## src/rtl/b64d_pkg.sv

```systemverilog
`timescale 1ns / 1ps
`default_nettype none

package b64d_pkg;

  // Status codes carried on the done item
  localparam logic [2:0] ST_OK             = 3'd0;
  localparam logic [2:0] ST_EXCESS_PAD     = 3'd1;
  localparam logic [2:0] ST_DATA_AFTER_PAD = 3'd2;
  localparam logic [2:0] ST_INVALID        = 3'd3;
  localparam logic [2:0] ST_WHITESPACE     = 3'd4;

  // Symbol classes beyond the 6-bit digit values
  localparam logic [6:0] SYM_INVALID = 7'd64;
  localparam logic [6:0] SYM_SPACE   = 7'd65;

  localparam logic [7:0] CHAR_PAD = 8'h3D;  // '='

  // Configuration register map (index = byte address / 4)
  localparam int unsigned PADDR_W  = 1;
  localparam logic [PADDR_W-1:0] REG_SKIP_WS = 1'b0;

  // Map one text character to its digit value, or to a symbol class.
  function automatic logic [6:0] sym_value(input logic [7:0] c);
    logic [6:0] v;
    v = SYM_INVALID;
    if (c >= 8'h41 && c <= 8'h5A) begin
      v = 7'(c - 8'h41);
    end else if (c >= 8'h61 && c <= 8'h7A) begin
      v = 7'(c - 8'h61 + 8'd26);
    end else if (c >= 8'h30 && c <= 8'h39) begin
      v = 7'(c - 8'h30 + 8'd52);
    end else if (c == 8'h2B || c == 8'h2D) begin
      v = 7'd62;
    end else if (c == 8'h2F || c == 8'h5F) begin
      v = 7'd63;
    end else if (c == 8'h20 || c == 8'h0D || c == 8'h09 || c == 8'h0A) begin
      v = SYM_SPACE;
    end
    return v;
  endfunction

endpackage

`default_nettype wire

```

## src/rtl/base64_stream_decoder_core.sv

```systemverilog
`timescale 1ns / 1ps
`default_nettype none

// Channel   Direction  Handshake                Payload
// -------   ---------  -----------------------  -----------------------------------------
// input     in         in_valid_i / in_ready_o  char_in_i[7:0], end_of_text_i
// result    out        out_valid_o/out_ready_i  byte_valid_o, data_byte_o[7:0],
//                                               status_o[2:0], done_res_o
// config    in         APB (psel..pready)       skip_whitespace at byte address 0
//
// Cycles: one item per cycle while the output register has room; each item is decoded
//   by one table lookup and a small shift mux, and its result is registered there.
// Reset: rst_ni clears the bit accumulator, pad count, error code, the
//   skip_whitespace register and the output valid flag.
// Stalls: the output register holds one result; a new item is taken whenever
//   that register is empty or is being drained in the same cycle.
// Items that produce no result (whitespace skips, padding, mid-symbol digits,
//   dropped items after an error) are absorbed without touching the output.

module base64_stream_decoder_core
  import b64d_pkg::*;
(
  input  wire logic               clk_i,
  input  wire logic               rst_ni,
  // input items
  input  wire logic               in_valid_i,
  output      logic               in_ready_o,
  input  wire logic [7:0]         char_in_i,
  input  wire logic               end_of_text_i,
  // result items
  output      logic               out_valid_o,
  input  wire logic               out_ready_i,
  output      logic               byte_valid_o,
  output      logic [7:0]         data_byte_o,
  output      logic [2:0]         status_o,
  output      logic               done_res_o,
  // configuration
  input  wire logic               psel,
  input  wire logic               penable,
  input  wire logic               pwrite,
  input  wire logic [PADDR_W-1:0] paddr,
  input  wire logic [31:0]        pwdata,
  output      logic [31:0]        prdata,
  output      logic               pready
);

  // Stream state
  logic [5:0] pend_bits_q, pend_bits_d;
  logic [2:0] pend_cnt_q, pend_cnt_d;
  logic [1:0] pad_cnt_q, pad_cnt_d;
  logic [2:0] err_q, err_d;
  logic       skip_ws_q;

  // Output register
  logic       out_valid_q;
  logic       byte_valid_q, byte_valid_d;
  logic [7:0] data_q, data_d;
  logic [2:0] status_q, status_d;
  logic       done_q, done_d;

  logic       in_fire;
  logic       emit;
  logic       have_byte;
  logic [7:0] byte_val;
  logic [6:0] sym;
  logic [11:0] acc;

  // Accept when the output register is empty or drains this cycle.
  assign in_ready_o = !out_valid_q || out_ready_i;
  assign in_fire    = in_valid_i && in_ready_o;

  assign sym = sym_value(char_in_i);
  assign acc = {pend_bits_q, sym[5:0]};

  // Decode step: padding check first, then symbol class, then accumulate.
  always_comb begin
    pend_bits_d = pend_bits_q;
    pend_cnt_d  = pend_cnt_q;
    pad_cnt_d   = pad_cnt_q;
    err_d       = err_q;
    have_byte   = 1'b0;
    byte_val    = 8'h00;
    if (err_q == ST_OK) begin
      if (char_in_i == CHAR_PAD) begin
        if (pad_cnt_q == 2'd3) begin
          err_d = ST_EXCESS_PAD;
        end else begin
          pad_cnt_d = pad_cnt_q + 2'd1;
        end
      end else if (pad_cnt_q != 2'd0) begin
        err_d = ST_DATA_AFTER_PAD;
      end else if (sym == SYM_INVALID) begin
        err_d = ST_INVALID;
      end else if (sym == SYM_SPACE) begin
        if (!skip_ws_q) begin
          err_d = ST_WHITESPACE;
        end
      end else begin
        // pending count is 0, 2, 4 or 6; adding six bits crosses a byte unless empty
        case (pend_cnt_q)
          3'd2: begin
            have_byte   = 1'b1;
            byte_val    = acc[7:0];
            pend_bits_d = 6'd0;
            pend_cnt_d  = 3'd0;
          end
          3'd4: begin
            have_byte   = 1'b1;
            byte_val    = acc[9:2];
            pend_bits_d = {4'd0, acc[1:0]};
            pend_cnt_d  = 3'd2;
          end
          3'd6: begin
            have_byte   = 1'b1;
            byte_val    = acc[11:4];
            pend_bits_d = {2'd0, acc[3:0]};
            pend_cnt_d  = 3'd4;
          end
          default: begin
            pend_bits_d = sym[5:0];
            pend_cnt_d  = 3'd6;
          end
        endcase
      end
    end
    // Last item: restart the stream after reporting.
    if (end_of_text_i) begin
      pend_bits_d = 6'd0;
      pend_cnt_d  = 3'd0;
      pad_cnt_d   = 2'd0;
      err_d       = ST_OK;
    end
  end

  // Status reported on the done item: the error left by this item, if any.
  function automatic logic [2:0] err_q_next_status();
    logic [2:0] s;
    s = ST_OK;
    if (err_q != ST_OK) begin
      s = err_q;
    end else if (char_in_i == CHAR_PAD) begin
      s = (pad_cnt_q == 2'd3) ? ST_EXCESS_PAD : ST_OK;
    end else if (pad_cnt_q != 2'd0) begin
      s = ST_DATA_AFTER_PAD;
    end else if (sym == SYM_INVALID) begin
      s = ST_INVALID;
    end else if (sym == SYM_SPACE && !skip_ws_q) begin
      s = ST_WHITESPACE;
    end
    return s;
  endfunction

  // Result formation
  always_comb begin
    emit         = have_byte || end_of_text_i;
    byte_valid_d = have_byte && (err_d == ST_OK || !end_of_text_i);
    done_d       = end_of_text_i;
    status_d     = end_of_text_i ? (have_byte ? ST_OK : err_q_next_status()) : ST_OK;
    data_d       = byte_valid_d ? byte_val : 8'h00;
  end

  // Stream state registers
  always_ff @(posedge clk_i or negedge rst_ni) begin
    if (!rst_ni) begin
      pend_bits_q <= 6'd0;
      pend_cnt_q  <= 3'd0;
      pad_cnt_q   <= 2'd0;
      err_q       <= ST_OK;
    end else if (in_fire) begin
      pend_bits_q <= pend_bits_d;
      pend_cnt_q  <= pend_cnt_d;
      pad_cnt_q   <= pad_cnt_d;
      err_q       <= err_d;
    end
  end

  // Output register: load on a producing item, drop once taken.
  always_ff @(posedge clk_i or negedge rst_ni) begin
    if (!rst_ni) begin
      out_valid_q <= 1'b0;
    end else if (in_fire && emit) begin
      out_valid_q <= 1'b1;
    end else if (out_ready_i) begin
      out_valid_q <= 1'b0;
    end
  end

  always_ff @(posedge clk_i) begin
    if (in_fire && emit) begin
      byte_valid_q <= byte_valid_d;
      data_q       <= data_d;
      status_q     <= status_d;
      done_q       <= done_d;
    end
  end

  assign out_valid_o  = out_valid_q;
  assign byte_valid_o = byte_valid_q;
  assign data_byte_o  = data_q;
  assign status_o     = status_q;
  assign done_res_o   = done_q;

  // Configuration port
  always_ff @(posedge clk_i or negedge rst_ni) begin
    if (!rst_ni) begin
      skip_ws_q <= 1'b0;
    end else if (psel && penable && pwrite && pready && paddr == REG_SKIP_WS) begin
      skip_ws_q <= pwdata[0];
    end
  end

  assign pready = 1'b1;
  assign prdata = (paddr == REG_SKIP_WS) ? {31'd0, skip_ws_q} : 32'd0;

  // A delivered byte never rides with an error status.
  assert property (@(posedge clk_i) disable iff (!rst_ni)
    out_valid_o && byte_valid_o |-> status_o == ST_OK)
    else $error("byte delivered with error status");

  // Only done items may lack a byte.
  assert property (@(posedge clk_i) disable iff (!rst_ni)
    out_valid_o && !done_res_o |-> byte_valid_o)
    else $error("non-done item without byte");

  // Last item leaves the stream state cleared.
  assert property (@(posedge clk_i) disable iff (!rst_ni)
    in_fire && end_of_text_i |=>
      pend_cnt_q == 3'd0 && pad_cnt_q == 2'd0 && err_q == ST_OK)
    else $error("stream state not cleared after last item");

  // Leftover bit count stays even and below eight.
  assert property (@(posedge clk_i) disable iff (!rst_ni)
    !pend_cnt_q[0] && (pend_cnt_q != 3'd0 || pend_bits_q == 6'd0))
    else $error("bad accumulator state");

endmodule

`default_nettype wire

```

## config.mk

```make
export PLATFORM = sky130hd
export DESIGN_NAME = base64_stream_decoder_core
export DESIGN_NICKNAME = d
export VERILOG_FILES = /design/src/rtl/b64d_pkg.sv /design/src/rtl/base64_stream_decoder_core.sv
export SDC_FILE = /design/constraint.sdc
export NUM_CORES = 1
export LEC_CHECK = 0
export CAP_MARGIN = 20
export CORE_AREA = 2 2 66 68
export DETAILED_ROUTE_END_ITERATION = 16
export DIE_AREA = 0 0 68 70
export DONT_BUFFER_PORTS = 1
export HOLD_SLACK_MARGIN = 0.12
export PLACE_DENSITY_LB_ADDON = 0.15
export SYNTH_ARGS = -nofsm -noshare
export SYNTH_HDL_FRONTEND = slang
export SYNTH_SLANG_ARGS = --single-unit
```

## constraint.sdc

```tcl
create_clock -name clk_i -period 2.97 [get_ports clk_i]
set_input_delay 0.297 -clock clk_i [delete_from_list [all_inputs] [get_ports clk_i]]
set_output_delay 0.297 -clock clk_i [all_outputs]
set_load 0.05 [all_outputs]
```

Word level (Yosys, flattened, before mapping)
Index checks and enable logic that the tools add are counted.

storage, ports and cells
  output and inout port bits = 48
  register bits after elaboration = 29
  bits of input ports = 49

operators by class
  reduce and logical (&&, ||, !) cells = 33
  eq/ne operators = 20
  bitwise logic cells = 4
  muxes and demuxes = 48
  order comparisons = 6
  $add $sub $neg = 6

operators with widths
  operator                                                                             number
  3-bit 2-to-1 mux                                                                     19
  8-bit by 6-bit equality test with 1-bit output, second input constant                5
  6-bit 2-to-1 mux                                                                     6
  7-bit 2-to-1 mux                                                                     5
  8-bit by 4-bit equality test with 1-bit output, second input constant                3
  8-bit one-hot mux with 3 select lines                                                1
  6-bit one-hot mux with 3 select lines                                                1
  8-bit by 7-bit greater-or-equal comparator with 1-bit output, second input constant  2
  8-bit by 7-bit less-or-equal comparator with 1-bit output, second input constant     2
  7-bit equality test, second input constant                                           2
  7-bit subtractor, second input constant                                              2
  1-bit 2-to-1 mux                                                                     11
  1-bit logical AND                                                                    10
  2-bit != test, second input constant                                                 5
  3-bit one-hot mux with 3 select lines                                                1
  8-bit by 7-bit equality test with 1-bit output, second input constant                1
  8-bit by 6-bit greater-or-equal comparator with 1-bit output, second input constant  1
  8-bit by 6-bit less-or-equal comparator with 1-bit output, second input constant     1
  1-bit logical OR                                                                     8
  2-bit 2-to-1 mux                                                                     4
  2-bit nonzero test                                                                   4
  7-bit by 5-bit adder with 7-bit output, second input constant                        1
  7-bit by 6-bit adder with 7-bit output, second input constant                        1
  7-bit by 6-bit subtractor with 7-bit output, second input constant                   1
  13 further kinds                                                                     20

Logic depth before layout (Yosys ltp)
  depth in word-level cells = 22
  mapped depth = 11

Worst setup path before layout
Ideal clock, no wire load.

  kind = in2reg
  start point = input port char_in_i[2]
  end point = register byte_valid_q, in the netlist byte_valid_o, enable pin
  data arrival time = 2.934 ns
  cell stages on the path = 10
  path slack = -0.352 ns
  cells stage by stage = clkbuf_1 > inv_1 > ha_1 > nor2b_1 > o21ai_0 > a311oi_1 > a221oi_2 > o31ai_1 > buf_2 > a21oi_1

between the ends
  word-level cells in the longest chain between the ends = 18

RTL lines
  element                                                                                               line                               text
  start: declaration                                                                                    base64_stream_decoder_core.sv:28   input wire logic [7:0] char_in_i,
  parallel branches: the longest is 14 deep, another holds 7-bit by 6-bit subtractor with 7-bit output  n/a
  1-bit 2-to-1 mux (*)                                                                                  base64_stream_decoder_core.sv:84   if (char_in_i == CHAR_PAD) begin
  1-bit 2-to-1 mux (*)                                                                                  base64_stream_decoder_core.sv:83   if (err_q == ST_OK) begin
  1-bit logical OR (*)                                                                                  base64_stream_decoder_core.sv:155  emit = have_byte || end_of_text_i;
  1-bit logical AND (*)                                                                                 base64_stream_decoder_core.sv:189  if (in_fire && emit) begin
  end signal: assignment                                                                                base64_stream_decoder_core.sv:190  byte_valid_q <= byte_valid_d;
  end: declaration                                                                                      base64_stream_decoder_core.sv:56   logic byte_valid_q, byte_valid_d;

Every way passes the cells marked *.
A chain may end at the register's enable or synchronous reset.

Worst setup path in the final report
Ends and elaborated chain as after synthesis.

==> metrics.txt <==
status completed; Syn Std Cell Area 2360 um^2; PostCTS Resize Cnt 0; Critical Path Source Type input pin; CP required 2.96 ns; # port buffers 0; Min Clock Period, post-route 2.51 ns; CTS buffer count 3; FF+latch count, synth 28; Chip Height 70 um; Hold WC Path Type in2reg; RSZ-0062 raised after global routing false; min-delay src pwdata[0]; clk_lat worst skew 0.27 ns; IO Pins 97; fin nets 327; WS Path Type in2reg; die width 68 um; first-pass GRT wire length just over 8000 um; post-route ant nets 0; Post-synth EDFFs 13; largest net degree at the start of global routing 16; Hold EP skip_ws_q$_DFFE_PN0P_; share of cells above drive strength 1 approximately 8.0%; final worst-path cycle share 84.7%; GRT Util Overall 21.8%; Final Hold Viols 0; Clock Path Buffers 2; GRT Residual Overflow 0; clock slew at reported path FFs about 0.09 ns; DR vias/cell 6.13; dpl hpwl between 3000 and 4000 um; post-synthesis sequential area ratio 32.4%; total of max-cap violations 0; filler cell count 370; warning count from the yosys run 0; core area between 4000 and 5000 um^2; Achievable Freq 0.398 GHz; Slew headroom 37.9%; crit path max fanout 13; clock sink count 28; syn avg cell area approximately 9.0 um^2; data arrival time of the critical path 2.51 ns; die area 4760 um^2; Register-to-Register Path Depth 9; CTS tree done; Routed wire per std cell around 16 um; clk_skew 0.00431 ns; R2R setup slack 0.52 ns; vias in the first global route 1695; fin util ~58%; Peak supply drop a little over 0.2 mV; Pre-antenna DRT Iters 5; drt first-iter violations 261; synthesis-to-layout area growth 1.01%; worst hold slack 0.169 ns; site row count 24; antenna violations before repair 0; gpl congestion 0.893; fraction of registers with async set/reset 53.6%; Starting Density 57.1%; H-Tree Depth 1; Worst R2R End byte_valid_o$_DFFE_PP_; drt total wl 5020 um; P_leak 0.000990 uW; Inserted Diodes 0; Pins Over Slew Limit 0; Worst Setup End Kind register; Root Buffer clkbuf_8; pwr/cell area 512 nW/um^2; Mapped Cells 263; Synth cell types 56; Hold Path Depth 1; total number of vias 1924; Worst-Margin Slew 0.930 ns; Residual DRC 0; final setup TNS 0 ns; Setup Viol. Count Final 0; top_reg_cell synth dfrtp_1; RR Startpoint pad_cnt_q[0]$_DFFE_PN0P_
-- synthesized netlist by cell type (7+ instances only) --
| library cell | n | area (um^2) |
|---|---|---|
| buf_4 | 32 | 240 |
| nor2_1 | 21 | 78.8 |
| nand2_1 | 19 | 71.3 |
| dfrtp_1 | 15 | 375 |
| ha_1 | 15 | 188 |
| inv_1 | 15 | 56.3 |
| edfxtp_1 | 13 | 390 |
| a21oi_1 | 9 | 45.0 |
| nand3_1 | 9 | 45.0 |
| a222oi_1 | 8 | 80.1 |
| a31oi_1 | 8 | 50.1 |
| nor3_1 | 7 | 35.0 |
-- through the flow --
stage | cell area (um^2) | cells | worst slack (ns) | power, uW
final | 2390 | 314 | 0.456 | 1220
after global routing | 2390 | 314 | 0.189 | 1300
after CTS | 2390 | 314 | 0.466 | 1220
after detailed placement | 2320 | 308 | 0.178 | 1010
after global placement | 2320 | 308 | 0.231 | 1000
after floorplan | 2490 | 293 | 0.0752 | 964
-- where the power goes --
part / internal, uW / switching, uW / total (uW)
Clock: 96.1 / 111 / 207
Sequential: 460 / 89.8 / 550
Combinational: 150 / 315 / 465
Total: 707 / 516 / 1220
-- repair_timing --
| action | in CTS | in global routing |
|---|---|---|
| hold buffers | 2 | 0 |
| endpoints found under the hold margin | 18 | 0 |
| setup buffers | 0 | 0 |
-- logic make-up (layout without fill, tap and decap cells) --
| kind of cell | Yosys count | count (layout) | synth area share (%) |
|---|---|---|---|
| AOI/OAI and AO/OA | 72 | 72 | 24.6 |
| DFF | 28 | 28 | 32.4 |
| other | 2 | 32 | 0.318 |
| muxes | 1 | 1 | 0.476 |
| adders and majority gates | 15 | 15 | 7.94 |
| xor gates and xnor gates | 5 | 5 | 1.85 |
| buffers and inverters | 58 | 27 | 14.5 |
| and+or+nand+nor | 82 | 82 | 17.9 |
-- worst max-delay path, cell delays in order --
cell and delay, ns:
inv_1 0.04, ha_1 0.29, nor2b_1 0.18, o21ai_0 0.37, nand3_1 0.19, a221oi_2 0.48
o31ai_1 0.13, buf_4 0.20, a21oi_4 0.17, buf_12 0.15
-- worst max-delay path by stage --
stage / from / end
after floorplan: char_in_i[2] / byte_valid_o$_DFFE_PP_
after global placement: char_in_i[1] / data_byte_o[5]$_SDFFCE_PP0P_
after detailed placement: char_in_i[2] / data_byte_o[3]$_SDFFCE_PP0P_
after CTS: char_in_i[2] / status_o[0]$_SDFFCE_PP0P_
after global routing: char_in_i[2] / status_o[0]$_SDFFCE_PP0P_
final: char_in_i[2] / byte_valid_o$_DFFE_PP_
-- layout by cell type, fill, tap and decap left out, types with 8 or more instances in the layout --
| master | instances |
|---|---|
| a21oi_1 | 8 |
| nand3_1 | 9 |
| a31oi_1 | 8 |
| inv_1 | 15 |
| dfrtp_1 | 15 |
| edfxtp_1 | 13 |
| a222oi_1 | 8 |
| nor2_1 | 21 |
| conb_1 | 32 |
| ha_1 | 15 |
| nand2_1 | 19 |
-- state kept, by name (all words and copies together), names as in the netlist --
name          count
err_q             3
out_valid_o       1
done_res_o        1
byte_valid_o      1
data_byte_o       8
status_o          3
pend_cnt_q        2
skip_ws_q         1
pad_cnt_q         2
pend_bits_q       6
-- area by class of cell --
type | instances | area [um^2] | share of cell area [%]
timing repair buffer | 8 | 77.6 | 3.25
sequential | 28 | 766 | 32.1
tap | 52 | 65.1 | 2.72
multi-input combinational | 207 | 1380 | 57.7
inverter | 15 | 56.3 | 2.36
clock buffer | 4 | 45.0 | 1.89
-- routing by layer --
layer  track usage (%)  share of wire (%)  vias up
met5                 0                  0        -
met4              7.33                2.1        0
met3              2.90                5.3       13
met2              35.4                 49       81
met1              29.5                 43      920
li1                  -                  -      910
Note: power is estimated with default switching activity, not from simulation.
